--- src/assert_macros.svh ---
// ----------------------------------------------------------------------------
// Assertion macros
// Concurrent assertion wrappers clocked on clk_i and disabled during reset.
// ----------------------------------------------------------------------------
`ifndef ASSERT_MACROS_SVH
`define ASSERT_MACROS_SVH
`ifndef ASSERT_OFF
// Free-form property, clocked on clk_i, off while rst_ni is low
`define ASSERT_CLK(label, prop, msg) \
  label: assert property (@(posedge clk_i) disable iff (!rst_ni) prop) \
    else $error(msg);
// Same-cycle implication
`define ASSERT_IMPL(label, ante, cons, msg) \
  label: assert property (@(posedge clk_i) disable iff (!rst_ni) (ante) |-> (cons)) \
    else $error(msg);
`else
`define ASSERT_CLK(label, prop, msg)
`define ASSERT_IMPL(label, ante, cons, msg)
`endif
`endif

--- src/wsfa_pkg.sv ---
// ----------------------------------------------------------------------------
// wsfa_pkg
// Shared widths, register codes, reset values and control structs of the
// wheel speed block.
// ----------------------------------------------------------------------------
package wsfa_pkg;

  // Field widths
  localparam int unsigned ANGLE_W    = 14;
  localparam int unsigned GAIN_W     = 18;
  localparam int unsigned THR_W      = 14;
  localparam int unsigned DB_W       = 16;
  localparam int unsigned SPEED_W    = 19;
  localparam int unsigned DELTA_W    = 15;
  localparam int unsigned FRAC_W     = 14;
  localparam int unsigned PROD_W     = DELTA_W + GAIN_W + 1;
  localparam int unsigned CFG_IDX_W  = 2;
  localparam int unsigned CFG_DATA_W = GAIN_W;

  localparam int unsigned HISTORY_TAPS_DEF = 10;

  // Lanes: one per wheel
  localparam int unsigned NUM_LANES  = 2;
  localparam int unsigned LANE_RIGHT = 0;
  localparam int unsigned LANE_LEFT  = 1;

  // One full turn, at unwrap width
  localparam logic signed [DELTA_W:0] TURN_WIDE = 16'sd16384;

  typedef logic signed [SPEED_W-1:0] speed_t;

  // Register indexes
  typedef enum logic [CFG_IDX_W-1:0] {
    CFG_SPEED_GAIN     = 2'd0,
    CFG_WRAP_THRESHOLD = 2'd1,
    CFG_DEAD_BAND      = 2'd2
  } cfg_idx_e;

  typedef struct packed {
    logic [GAIN_W-1:0] speed_gain;
    logic [THR_W-1:0]  wrap_threshold;
    logic [DB_W-1:0]   dead_band;
  } cfg_t;

  localparam cfg_t CFG_RESET = '{
    speed_gain:     18'd10000,
    wrap_threshold: 14'd13653,
    dead_band:      16'd30
  };

  // Stage loads for a lane
  typedef struct packed {
    logic accept;   // request taken: delta stage and previous angle
    logic load_prod;
    logic load_speed; // history and running sum move
  } lane_ctrl_t;

  // Stage loads for the merge
  typedef struct packed {
    logic load_div;
    logic load_out;
  } merge_ctrl_t;

endpackage

--- src/wsfa_lane.sv ---
// ----------------------------------------------------------------------------
// wsfa_lane
// One wheel channel: unwrap the angle step, scale to speed, deadband, and
// keep the speed history with its running sum.
// ----------------------------------------------------------------------------
module wsfa_lane #(
  parameter int unsigned HISTORY_TAPS = wsfa_pkg::HISTORY_TAPS_DEF,
  localparam int unsigned SUM_W = wsfa_pkg::SPEED_W + $clog2(HISTORY_TAPS)
) (
  input  logic                             clk_i,
  input  logic                             rst_ni,
  input  wsfa_pkg::lane_ctrl_t             ctrl_i,
  input  wsfa_pkg::cfg_t                   cfg_i,
  input  logic                             negate_i,
  input  logic [wsfa_pkg::ANGLE_W-1:0]     angle_i,
  output wsfa_pkg::speed_t                 speed_o,
  output logic signed [SUM_W-1:0]          sum_o
);
  import wsfa_pkg::*;

  logic [ANGLE_W-1:0]        last_q;
  logic signed [DELTA_W-1:0] delta_d, delta_q;
  logic signed [PROD_W-1:0]  prod_d, prod_q;
  speed_t                    speed_d;
  speed_t                    hist_q [HISTORY_TAPS];
  logic signed [SUM_W-1:0]   sum_d, sum_q;

  // Angle step, unwrapped by one turn past the threshold
  always_comb begin
    logic signed [DELTA_W:0] diff;
    logic signed [DELTA_W:0] thr;
    logic signed [DELTA_W:0] wrapped;
    diff = $signed({2'b00, angle_i}) - $signed({2'b00, last_q});
    thr  = $signed({2'b00, cfg_i.wrap_threshold});
    if (diff < -thr) begin
      wrapped = diff + TURN_WIDE;
    end else if (diff > thr) begin
      wrapped = diff - TURN_WIDE;
    end else begin
      wrapped = diff;
    end
    delta_d = wrapped[DELTA_W-1:0];
  end

  // Gain multiply
  assign prod_d = delta_q * $signed({1'b0, cfg_i.speed_gain});

  // Floor shift, sign flip, deadband
  always_comb begin
    logic signed [SPEED_W:0] floor_v;
    logic signed [SPEED_W:0] signed_v;
    logic [SPEED_W:0]        mag_v;
    floor_v  = $signed(prod_q[PROD_W-1:FRAC_W]);
    signed_v = negate_i ? -floor_v : floor_v;
    mag_v    = signed_v[SPEED_W] ? unsigned'(-signed_v) : unsigned'(signed_v);
    if (mag_v < {{(SPEED_W + 1 - DB_W){1'b0}}, cfg_i.dead_band}) begin
      speed_d = '0;
    end else begin
      speed_d = signed_v[SPEED_W-1:0];
    end
  end

  // Running sum: newest in, oldest out
  assign sum_d = sum_q
               - {{(SUM_W - SPEED_W){hist_q[HISTORY_TAPS-1][SPEED_W-1]}}, hist_q[HISTORY_TAPS-1]}
               + {{(SUM_W - SPEED_W){speed_d[SPEED_W-1]}}, speed_d};

  // Previous angle
  always_ff @(posedge clk_i or negedge rst_ni) begin
    if (!rst_ni) begin
      last_q <= '0;
    end else if (ctrl_i.accept) begin
      last_q <= angle_i;
    end
  end

  // Pipeline payload
  always_ff @(posedge clk_i) begin
    if (ctrl_i.accept) begin
      delta_q <= delta_d;
    end
    if (ctrl_i.load_prod) begin
      prod_q <= prod_d;
    end
  end

  // History shift line and sum
  always_ff @(posedge clk_i or negedge rst_ni) begin
    if (!rst_ni) begin
      for (int i = 0; i < HISTORY_TAPS; i++) begin
        hist_q[i] <= '0;
      end
      sum_q <= '0;
    end else if (ctrl_i.load_speed) begin
      hist_q[0] <= speed_d;
      for (int i = 1; i < HISTORY_TAPS; i++) begin
        hist_q[i] <= hist_q[i-1];
      end
      sum_q <= sum_d;
    end
  end

  // Newest history entry is the speed stage payload
  assign speed_o = hist_q[0];
  assign sum_o   = sum_q;

endmodule

--- config.mk ---
export PLATFORM = sky130hd
export DESIGN_NAME = wsfa_lane
export DESIGN_NICKNAME = d
export VERILOG_FILES = /design/src/assert_macros.svh /design/src/wsfa_pkg.sv /design/src/wsfa_lane.sv
export SDC_FILE = /design/constraint.sdc
export NUM_CORES = 1
export LEC_CHECK = 0
export BUFFER_PORTS_ARGS = -buffer_cell sky130_fd_sc_hd__buf_2
export CAP_MARGIN = 20
export CELL_PAD_IN_SITES_DETAIL_PLACEMENT = 1
export CELL_PAD_IN_SITES_GLOBAL_PLACEMENT = 1
export CORE_ASPECT_RATIO = 0.7
export CORE_MARGIN = 5
export CORE_UTILIZATION = 41
export CTS_BUF_LIST = sky130_fd_sc_hd__clkbuf_8
export DETAILED_ROUTE_END_ITERATION = 10
export HOLD_SLACK_MARGIN = 0.03
export PLACE_DENSITY = 0.72
export RECOVER_POWER = 100
export SYNTH_ARGS = -nofsm -noshare
export SYNTH_HDL_FRONTEND = slang
export SYNTH_SLANG_ARGS = --single-unit
--- constraint.sdc ---
create_clock -name clk_i -period 19.61 [get_ports clk_i]
set_clock_uncertainty 0.15 [all_clocks]
set_input_delay 1.961 -clock clk_i [delete_from_list [all_inputs] [get_ports clk_i]]
set_output_delay 1.961 -clock clk_i [all_outputs]
set_load 0.03 [all_outputs]
==> results.sh <==
export IMPL_status="finished with violations"
export IMPL_violations="capacitance limit, slew limit"
export IMPL_register_area_um2=6731
export IMPL_crit_start="rst_ni"
export IMPL_num_vias=15640
export IMPL_area_growth_pct=8.034
export IMPL_start_util_pct=41.21
export IMPL_die_w_um=290.9
export IMPL_hold_path_class="flop to flop"
export IMPL_die_h_um=206.6
export IMPL_cts_sinks=262
export IMPL_final_max_slew_viol_count=507
export IMPL_dp_hpwl_um=43190
export IMPL_route_antenna_remaining_nets=0
export IMPL_antenna_found_initial=5
export IMPL_cp_arrival_ns=10.79
export IMPL_grt_pass1_wl_um=93880
export IMPL_antenna_cells=0
export IMPL_min_period_ns=11.02
export IMPL_drive_gt1_share_pct=14.49
export IMPL_finalCritPeriodShare_pct=56.22
export IMPL_wirelength_um=56190
export IMPL_tritoncts="built"
export IMPL_cts_buffers=39
export IMPL_overflow=0
export IMPL_timing_critical_path_mode_cell="clkbuf_1"
export IMPL_yosysUniqueCellTypes=68
export IMPL_cts_max_level=2
export IMPL_syn_nets=2683
export IMPL_first_global_vias=17570
export IMPL_fin_setup_tns_ns=0
export IMPL_cp_slowest_cell="clkbuf_1"
export IMPL_endpoint_kind="asynchronous set/reset pin"
export IMPL_yosys_top_cells_area="dfrtp_1 25%, fa_1 20%, ha_1 11%, mux2_2 9.1%, inv_1 5.3%"
export IMPL_tightest_slew_ns=4.701
export IMPL_synthTopCellsByCount="320 x inv_1, 239 x nand2_1, 229 x fa_1, 227 x dfrtp_1, 197 x ha_1"
export IMPL_fillCellCount=6170
export IMPL_rows=72
export IMPL_synth_seq_cells=262
export IMPL_numPortBuffers=109
export IMPL_grt_use_total_pct=19.07
export IMPL_reg2reg_from="prod_q[18]"
export IMPL_cts_setup_buffers=0
export IMPL_yosys_warnings=0
export IMPL_rsz0062_at_grt="no"
export IMPL_synth_top_area_share_pct=25.09
export IMPL_grt_max_degree=92
export IMPL_yosysSeqAreaShare_pct=29.73
export IMPL_cpPeakStageDelay_ns=3.25
export IMPL_core_area_um2=54950
export IMPL_wl_per_cell_um=18.67
export IMPL_netlist_instances=2189
export IMPL_fmax_mhz=90.71
export IMPL_gp_congestion=0.8455
export IMPL_clkLatencyLatePin_ns=0.57
export IMPL_die_area_um2=60110
export IMPL_holdBufCountCts=0
export IMPL_avgSynthCellArea_um2=10.34
export IMPL_path_clk_slew_ns=0.06
export IMPL_path_class="input port to asynchronous set/reset pin"
export IMPL_slew_headroom_pct=-213.4
export IMPL_syn_area_um2=22640
export IMPL_synth_edf_count=35
export IMPL_dr_pass1_iters=5
export IMPL_ys_flop_type="dfrtp_1"
export IMPL_cts_resized_gates=0
export IMPL_hold_violations=0
export IMPL_post_drt_via_cell_ratio=5.195
export IMPL_cp_max_fo=91
export IMPL_cp_required_ns=19.37
export IMPL_synth_top_cell_by_area="dfrtp_1"
export IMPL_async_flop_share_pct=86.64
export IMPL_drt_drc_violations_left=0
export IMPL_nets=2733
export IMPL_crit_chain="clkbuf_1, clkbuf_1, clkbuf_1"
export IMPL_hp_start="hist_q[23]"
export IMPL_drt_initial_drc_count=742
export IMPL_synth_most_common_cell="inv_1"
export IMPL_setup_viol=0
export IMPL_ios=110
export IMPL_drv_cap=7
export IMPL_cp_start_kind="input port"
export IMPL_multi_input_area_um2=14220
export IMPL_root_buffer="clkbuf_8"
export IMPL_cts_buffer_depth=3
[cell families (layout without fill, tap and decap cells)]
kind of cell / Yosys count / after routing / share of synthesized area [%]
fa+ha+maj: 426 / 426 / 31.13
buf+inv: 426 / 507 / 7.454
compound gates: 235 / 235 / 6.597
xor+xnor: 94 / 94 / 3.636
mux: 188 / 188 / 9.321
simple gates: 558 / 558 / 12.13
flops: 262 / 262 / 29.73
[routing by layer]
layer  wire [um]  share of wire, %  GRT usage, %  vias to the layer above
met5          50             0.089             0                        -
met4         763               1.4         2.818                       10
met3        2713               4.8         3.722                       67
met2       25530                45         31.08                      265
met1       27140                48         27.36                     8083
li1            -                 -             -                     7213
[per-stage QoR]
step           instance area, um2  worst slack [ns]  hold WS, ns  std cells  util [%]
2_1_floorplan               22640             11.33       0.2992       2189         -
3_3_place_gp                23690             10.44       0.3143       2938     43.11
3_5_place_dp                23690             10.25       0.3236       2938     43.11
4_1_cts                     24560             10.75       0.3301       3010     44.70
5_1_grt                     24460             6.344       0.3546       3010     44.52
6_report                    24460             8.585       0.3381       3010     44.52
[critical path: cells and delay by family]
kind	cells	cell delay [ns]
buffers and inverters	3	8.66
[sequential cells by signal, indices dropped and copies added, names as in the netlist]
register / flops
hist_q: 171
last_q: 14
delta_q: 15
speed_o: 19
prod_q: 20
sum_o: 23
[layout by cell type, fill, tap and decap left out, drive strengths merged, types with 4 or more instances in the layout]
cell / netlist / final
o2111ai: 4 / 4
xnor2: 61 / 61
nand2b: 31 / 31
o31ai: 8 / 8
o41ai: 7 / 7
a31oi: 12 / 12
nor4: 16 / 16
xor2: 33 / 33
or2: 10 / 10
buf: 29 / 60
nor2b: 20 / 20
edfxtp: 35 / 35
o21ai: 73 / 73
fa: 229 / 229
a21boi: 5 / 5
clkinv: 0 / 7
o21bai: 4 / 4
nand3: 15 / 15
mux2i: 5 / 5
mux2: 183 / 183
ha: 197 / 197
or3: 7 / 7
o21a: 14 / 14
a21oi: 56 / 56
a31o: 5 / 5
bufinv: 0 / 4
nor3: 26 / 26
or4: 7 / 7
clkbuf: 77 / 102
a21o: 21 / 21
inv: 320 / 331
dfrtp: 227 / 227
and3: 6 / 6
nor2: 71 / 71
nand4: 11 / 11
and2: 88 / 88
nand2: 239 / 239
[path summary, 6_finish.rpt]
check / end / slack, ns / depth (start not counted)
min in group asynchronous: sum_o[21] / 2.96 / 1
worst max register to register: sum_o[22] / 10.39 / 30
worst max-delay path: hist_q[79] / 8.59 / 3
worst min register to register: hist_q[4] / 0.34 / 2
max in group clk_i: speed_o[4] / 9.34 / 4
worst min-delay path: hist_q[4] / 0.34 / 2
[layout make-up]
| cell class | count | area share (%) |
|---|---|---|
| multi-input cells | 1501 | 58.15 |
| clock buffers | 47 | 2.644 |
| well taps | 740 | 3.785 |
| inverters | 320 | 4.910 |
| flip-flops and latches | 262 | 27.52 |
| clock inverters | 25 | 0.9155 |
| repair buffers | 115 | 2.082 |
Power is not shown: default switching activity piles up to over one toggle a cycle in this logic, so the estimate is an artifact.
