[config.mk]
export PLATFORM = sky130hd
export DESIGN_NAME = wsfa_merge
export DESIGN_NICKNAME = d
export VERILOG_FILES = /design/src/assert_macros.svh /design/src/wsfa_pkg.sv /design/src/wsfa_merge.sv
export SDC_FILE = /design/constraint.sdc
export NUM_CORES = 1
export LEC_CHECK = 0
export BUFFER_PORTS_ARGS = -buffer_cell sky130_fd_sc_hd__buf_4
export CAP_MARGIN = 20
export CORE_UTILIZATION = 55
export DETAILED_ROUTE_END_ITERATION = 8
export GPL_TIMING_DRIVEN = 0
export HOLD_SLACK_MARGIN = 0.15
export PLACE_DENSITY_LB_ADDON = 0.08
export SLEW_MARGIN = 15
export SYNTH_ARGS = -nofsm -noshare
export SYNTH_HDL_FRONTEND = slang
export SYNTH_SLANG_ARGS = --single-unit
[constraint.sdc]
create_clock -name clk_i -period 10.4 [get_ports clk_i]
set_input_delay 1.56 -clock clk_i [delete_from_list [all_inputs] [get_ports clk_i]]
set_output_delay 1.56 -clock clk_i [all_outputs]
set_load 0.01 [all_outputs]
[src/assert_macros.svh]
// ----------------------------------------------------------------------------
// Assertion macros
// Concurrent assertion wrappers clocked on clk_i and disabled during reset.
// ----------------------------------------------------------------------------
`ifndef ASSERT_MACROS_SVH
`define ASSERT_MACROS_SVH
`ifndef ASSERT_OFF
// Free-form property, clocked on clk_i, off while rst_ni is low
`define ASSERT_CLK(label, prop, msg) \
  label: assert property (@(posedge clk_i) disable iff (!rst_ni) prop) \
    else $error(msg);
// Same-cycle implication
`define ASSERT_IMPL(label, ante, cons, msg) \
  label: assert property (@(posedge clk_i) disable iff (!rst_ni) (ante) |-> (cons)) \
    else $error(msg);
`else
`define ASSERT_CLK(label, prop, msg)
`define ASSERT_IMPL(label, ante, cons, msg)
`endif
`endif

[src/wsfa_pkg.sv]
// ----------------------------------------------------------------------------
// wsfa_pkg
// Shared widths, register codes, reset values and control structs of the
// wheel speed block.
// ----------------------------------------------------------------------------
package wsfa_pkg;

  // Field widths
  localparam int unsigned ANGLE_W    = 14;
  localparam int unsigned GAIN_W     = 18;
  localparam int unsigned THR_W      = 14;
  localparam int unsigned DB_W       = 16;
  localparam int unsigned SPEED_W    = 19;
  localparam int unsigned DELTA_W    = 15;
  localparam int unsigned FRAC_W     = 14;
  localparam int unsigned PROD_W     = DELTA_W + GAIN_W + 1;
  localparam int unsigned CFG_IDX_W  = 2;
  localparam int unsigned CFG_DATA_W = GAIN_W;

  localparam int unsigned HISTORY_TAPS_DEF = 10;

  // Lanes: one per wheel
  localparam int unsigned NUM_LANES  = 2;
  localparam int unsigned LANE_RIGHT = 0;
  localparam int unsigned LANE_LEFT  = 1;

  // One full turn, at unwrap width
  localparam logic signed [DELTA_W:0] TURN_WIDE = 16'sd16384;

  typedef logic signed [SPEED_W-1:0] speed_t;

  // Register indexes
  typedef enum logic [CFG_IDX_W-1:0] {
    CFG_SPEED_GAIN     = 2'd0,
    CFG_WRAP_THRESHOLD = 2'd1,
    CFG_DEAD_BAND      = 2'd2
  } cfg_idx_e;

  typedef struct packed {
    logic [GAIN_W-1:0] speed_gain;
    logic [THR_W-1:0]  wrap_threshold;
    logic [DB_W-1:0]   dead_band;
  } cfg_t;

  localparam cfg_t CFG_RESET = '{
    speed_gain:     18'd10000,
    wrap_threshold: 14'd13653,
    dead_band:      16'd30
  };

  // Stage loads for a lane
  typedef struct packed {
    logic accept;   // request taken: delta stage and previous angle
    logic load_prod;
    logic load_speed; // history and running sum move
  } lane_ctrl_t;

  // Stage loads for the merge
  typedef struct packed {
    logic load_div;
    logic load_out;
  } merge_ctrl_t;

endpackage

[src/wsfa_merge.sv]
// ----------------------------------------------------------------------------
// wsfa_merge
// Joins both lanes into one result: divides each history sum by the tap
// count (reciprocal multiply plus one correction) and holds the result.
// ----------------------------------------------------------------------------
module wsfa_merge #(
  parameter int unsigned HISTORY_TAPS = wsfa_pkg::HISTORY_TAPS_DEF,
  localparam int unsigned SUM_W = wsfa_pkg::SPEED_W + $clog2(HISTORY_TAPS)
) (
  input  logic                    clk_i,
  input  wsfa_pkg::merge_ctrl_t   ctrl_i,
  input  wsfa_pkg::speed_t        speed_i [wsfa_pkg::NUM_LANES],
  input  logic signed [SUM_W-1:0] sum_i   [wsfa_pkg::NUM_LANES],
  output wsfa_pkg::speed_t        now_o   [wsfa_pkg::NUM_LANES],
  output wsfa_pkg::speed_t        mean_o  [wsfa_pkg::NUM_LANES]
);
  import wsfa_pkg::*;

  // floor(2^SUM_W / taps): estimate is at most one below the true quotient
  localparam logic [SUM_W-1:0] RECIP  = SUM_W'((64'd1 << SUM_W) / HISTORY_TAPS);
  localparam logic [SUM_W-1:0] TAPS_V = SUM_W'(HISTORY_TAPS);

  logic                   neg_d  [NUM_LANES];
  logic                   neg_q  [NUM_LANES];
  logic [SUM_W-1:0]       mag_d  [NUM_LANES];
  logic [SUM_W-1:0]       mag_q  [NUM_LANES];
  logic [2*SUM_W-1:0]     prod_d [NUM_LANES];
  logic [2*SUM_W-1:0]     prod_q [NUM_LANES];
  speed_t                 now_q  [NUM_LANES];
  speed_t                 mean_d [NUM_LANES];
  speed_t                 mean_q [NUM_LANES];

  // Magnitude and reciprocal product per lane
  always_comb begin
    for (int l = 0; l < NUM_LANES; l++) begin
      neg_d[l]  = sum_i[l][SUM_W-1];
      mag_d[l]  = neg_d[l] ? unsigned'(-sum_i[l]) : unsigned'(sum_i[l]);
      prod_d[l] = {{SUM_W{1'b0}}, mag_d[l]} * {{SUM_W{1'b0}}, RECIP};
    end
  end

  // Quotient correction and sign restore
  always_comb begin
    logic [SUM_W-1:0] quo;
    logic [SUM_W-1:0] rem;
    logic [SUM_W-1:0] quo_fix;
    logic [SUM_W-1:0] res;
    for (int l = 0; l < NUM_LANES; l++) begin
      quo       = prod_q[l][2*SUM_W-1:SUM_W];
      rem       = mag_q[l] - SUM_W'(quo * TAPS_V);
      quo_fix   = (rem >= TAPS_V) ? quo + 1'b1 : quo;
      res       = neg_q[l] ? -quo_fix : quo_fix;
      mean_d[l] = res[SPEED_W-1:0];
    end
  end

  always_ff @(posedge clk_i) begin
    for (int l = 0; l < NUM_LANES; l++) begin
      if (ctrl_i.load_div) begin
        neg_q[l]  <= neg_d[l];
        mag_q[l]  <= mag_d[l];
        prod_q[l] <= prod_d[l];
        now_q[l]  <= speed_i[l];
      end
      if (ctrl_i.load_out) begin
        now_o[l]  <= now_q[l];
        mean_q[l] <= mean_d[l];
      end
    end
  end

  assign mean_o = mean_q;

endmodule

==> results.cfg, run 1 <==
[floorplanning]
dieArea_um2 = 50600
start_util = 0.559
core_area_um2 = 49000
fp.dieW_um = 225
core.rowCount = 81
die_y_um = 225
num_io_pins = 163

[yosys]
synth_fp_nets = 3525
seq_area_frac_synth = 0.220
syn_area_um2 = 27300
synth_top_cell_by_area = fa_1
synth_ff_type = edfxtp_1
yosysUniqueCellTypes = 90
synthTopCellsByCount = inv_1 (597), ha_1 (452), fa_1 (304)
postSynthCellCount = 2682
yosysTopAreaCellShare = 0.223
synth-edff-count = 200
synth.most_common_cell = inv_1
syn_area_per_cell_um2 = 10.2
synth.area.top_cells = fa_1 (22%), edfxtp_1 (22%), ha_1 (21%)
synth_seq_cells = 200
synthArstFlopShare = 0
yosysWarnings = 0

[clock_network]
cts_root_buffer = clkbuf_16
cts_hold_buf = 0
post_cts_buffers = 0
clk_latency_ns = 0.47
tritoncts = yes
clk_path_buf_depth = 2
cts_resized = 1
clk_transition_reported_paths_ns = 0.10
htree_levels = 4
numCtsBuffers = 17
cts_sinks = 200

[place]
gp_congestion = 0.938
hpwl_mm = 54.3
numPortBuffers = 162

[final_layout]
area_growth_pct = 10.1
nets = 3708
diodes = 0
drive_gt1_frac = 0.0834

[global_routing]
grt_max_degree = 78
grt_pass1_wl_mm = 103
gr-usage-all-layers = 0.258
grt_pass1_vias = 19857
grt_overflow = 0
antenna_found_initial = 0

[sta]
max_slew_margin = 0.388
finalHoldViolations = 0
finalClockSkew_ns = 0.0224
setup_tns_ns = 0
setup_viol = 0
finalMaxSlewViolations = 0
finalCriticalPeriod_ns = 9.97
rsz0062_at_grt = no
worst_pin_slew_ns = 0.918
finalCritPeriodShare = 0.959
fmax_ghz = 0.100

[drt]
wl_met1_mm = 29.9
ant_nets = 0
firstDrtPassIters = 5
drt_wl_total_mm = 62.4
wl_met3_mm = 2.86
wl_per_cell_um = 17.6
viasPerCell = 5.46
top_layer_used = met4
route.detailed.drc = 0
wl_met2_mm = 28.7
vias = 19329
drt_iter0_markers = 1106

[worst_setup_path]
path_class = input pin to register
critical-path-top-delay-family = adder cells
crit_top_cell = fa_1
critPathMaxFanout = 7
crit_buf_inv = 4
worstPathRequired_ns = 10.62
cp.depth = 28
end_kind = register
startpoint_type = input pin
reg2reg_depth = 36
cpMaxStageDelayCell = xor2_1
ff2ff_setup_slack_ns = 1.59
arrival_ns = 10.20
cp_slowest_stage_delay_ns = 0.63

[min_path]
hp-class = register to register
hold_depth = 0

[flow_run]
cap_violations = 0

[outcome]
status = completed
-- through the flow --
step / util / area (µm²) / worst slack [ns] / std cells / hold WS [ns]
finish: 0.615 / 30100 / 0.427 / 3542 / 0.417
global route: 0.615 / 30100 / 0.0848 / 3542 / 0.425
CTS: 0.614 / 30100 / 0.139 / 3541 / 0.419
detailed placement: 0.601 / 29400 / -0.483 / 3509 / 0.405
global placement: 0.600 / 29400 / -0.502 / 3508 / 0.400
floorplan: - / 27300 / 1.33 / 2682 / 0.400
-- kinds of logic (layout without fill, tap and decap cells) --
kind of cell,count (synthesis),count (layout),share of synthesized area
adder cells (fa/ha/maj),756,756,0.429
buffers and inverters,635,831,0.0876
AND/OR/NAND/NOR,463,463,0.0867
AO/OA/AOI/OAI,409,409,0.104
XOR/XNOR,203,203,0.0665
flip-flops,200,200,0.220
multiplexers,16,16,0.00599
-- cell type report --
class | instances | area [µm²]
fill | 4116 | 18900
timing repair buffer | 164 | 1250
inverter | 597 | 2240
sequential | 200 | 6010
buffer | 38 | 155
tap | 664 | 831
clock buffer | 17 | 425
multi-input combinational | 1847 | 19000
clock inverter | 15 | 226
-- cell usage in the layout (no fill, tap or decap), drive strengths merged, types with 44 or more instances in the layout --
cell type,n
inv,606
ha,452
fa,304
edfxtp,200
buf,169
xnor2,150
nor2,107
nand2,104
a21oi,96
o21ai,82
xor2,52
clkbuf,50
nor3,44
-- path summary, 6_finish.rpt --
| path | startpoint | endpoint |
|---|---|---|
| min reg2reg | now_q[0][0]$_DFFE_PP_ | now_o[19]$_DFFE_PP_ |
| max | sum_i[0] | prod_q[0][81]$_DFFE_PP_ |
| min | now_q[0][0]$_DFFE_PP_ | now_o[19]$_DFFE_PP_ |
| max reg2reg | prod_q[0][66]$_DFFE_PP_ | mean_o[16]$_DFFE_PP_ |
-- registers in the layout, indices dropped and copies added, names as in the netlist --
name,cells
mag_q,44
prod_q,40
mean_o,38
now_o,38
now_q,38
neg_q,2
-- layer usage --
metal / GRT usage / vias up
li1: - / 9388
met2: 0.420 / 435
met5: 0 / -
met1: 0.374 / 9447
met3: 0.0240 / 59
met4: 0.0557 / 0
Power of run 1 is left out: the tool's default activity adds up to more than one toggle a clock period on the data nets, which glitch-free logic cannot reach.
==> run 2: changes to the inputs <==
- CORE_UTILIZATION: 55 -> 25
==> results.cfg, run 2 (synthesized netlist as in run 1, its figures left out) <==
[final_layout]
top_regs = mag_q x44, prod_q x40
area_growth_pct = 13.4
fillerInstances = 11357
final_common_cell = inv_1
layout_common_cells = inv_1 (597), ha_1 (452), fa_1 (304)
nets = 3707
regMostFlops = mag_q
largest_reg_flops = 44
fin_cells = 4281
drive_gt1_frac = 0.0834

[worst_setup_path]
critPathMaxFanout = 6
path_class = input pin to register
crit_start = sum_i[0]
regToRegEndpoint = mean_o[16]$_DFFE_PP_
worstPathRequired_ns = 10.64
crit_buf_inv = 4
end_kind = register
arrival_ns = 10.12
ff2ff_setup_slack_ns = 1.62
worstReg2RegStart = prod_q[0][66]$_DFFE_PP_
cp_slowest_stage_delay_ns = 0.52
cpMaxStageDelayCell = or4_1
startpoint_type = input pin
critical-path-top-delay-family = adder cells
reg2reg_depth = 36

[place]
place_inst = 4248
gp_congestion = 0.856
hpwl_mm = 66.5
numPortBuffers = 162

[sta]
finalMaxSlewViolations = 0
finalCriticalPeriod_ns = 9.87
max_slew_margin = 0.283
finalClockSkew_ns = 0.0177
rsz0062_at_grt = no
finalCritPeriodShare = 0.949
fmax_ghz = 0.101
setup_viol = 0
finalHoldViolations = 0
worst_pin_slew_ns = 1.07

[drt]
drt_iter0_markers = 794
top_layer_used = met4
drt_wl_total_mm = 76.0
vias = 19025
firstDrtPassIters = 4
viasPerCell = 4.44
wl_met3_mm = 1.85
wl_met2_mm = 33.9
ant_nets = 0
wl_per_cell_um = 17.7
wl_met1_mm = 38.9
route.detailed.drc = 0

[global_routing]
grt_max_degree = 77
grt_pass1_wl_mm = 119
gr-usage-all-layers = 0.139
grt_pass1_vias = 20201
antenna_found_initial = 2
grt_overflow = 0

[clock_network]
clk_transition_reported_paths_ns = 0.10
cts_sinks = 200
tritoncts = yes
cts_root_buffer = clkbuf_16
numCtsBuffers = 17
htree_levels = 4
clk_latency_ns = 0.49
clk_path_buf_depth = 2

[flow_run]
cap_violations = 0

[floorplanning]
die_y_um = 333
dieArea_um2 = 111000
core.rowCount = 120
num_io_pins = 163
fp.dieW_um = 333
core_area_um2 = 108000
start_util = 0.254

[outcome]
status = completed

[min_path]
hp-start = now_q[0][29]$_DFFE_PP_
hp-class = register to register
hold_depth = 0
whs_endpoint = now_o[10]$_DFFE_PP_
-- run 2: layout make-up --
cell class	count	area (µm²)	share of cell area
antenna	1	2.50	0.0000807
sequential	200	6010	0.194
tap	1403	1760	0.0566
multi-input combinational	1847	19000	0.611
clock buffer	17	425	0.0137
timing repair buffer	163	1250	0.0402
clock inverter	15	220	0.00710
buffer	38	155	0.00500
inverter	597	2240	0.0723
-- run 2: through the flow --
stage | instance area (µm²) | setup WS [ns] | TNS [ns] | hold slack, ns | util
floorplan | 27300 | 1.33 | 0 | 0.400 | -
CTS | 31000 | 0.139 | 0 | 0.425 | 0.287
global route | 31000 | 0.0328 | 0 | 0.427 | 0.288
finish | 31000 | 0.527 | 0 | 0.422 | 0.288
detailed placement | 30300 | -0.369 | -0.709 | 0.405 | 0.281
global placement | 30300 | -0.320 | -0.548 | 0.402 | 0.281
-- run 2: repair_timing --
action / in CTS / in global routing
gates resized for setup: 0 / 4
hold buffers: 0 / 0
setup buffers: 0 / 0
endpoints found under the setup margin: 0 / 5
endpoints found under the hold margin: 0 / 0
-- run 2: worst max path at each step --
stage               depth (start not counted)                       to  slack, ns
global placement                           29  prod_q[0][81]$_DFFE_PP_      -0.32
finish                                     31  prod_q[0][81]$_DFFE_PP_       0.53
global route                               29  prod_q[0][81]$_DFFE_PP_       0.03
detailed placement                         29  prod_q[0][81]$_DFFE_PP_      -0.37
floorplan                                  28  prod_q[0][81]$_DFFE_PP_       1.33
CTS                                        29  prod_q[0][81]$_DFFE_PP_       0.14
-- run 2: worst reg2reg max path: cells and delay by family, from the launching register on --
| family | cells | cell delay [ns] |
|---|---|---|
| xor+xnor | 3 | 0.46 |
| buf+inv | 3 | 0.76 |
| mux | 1 | 0.29 |
| compound gates | 16 | 3.34 |
| simple gates | 9 | 1.81 |
| flops | 1 | 0.57 |
| fa+ha+maj | 4 | 1.28 |
-- run 2: metal layers --
layer	GRT usage	vias up
met5	0	-
met4	0.0355	0
met3	0.0113	48
met2	0.222	292
met1	0.201	9301
li1	-	9384
Power of run 2 is left out for the same reason.
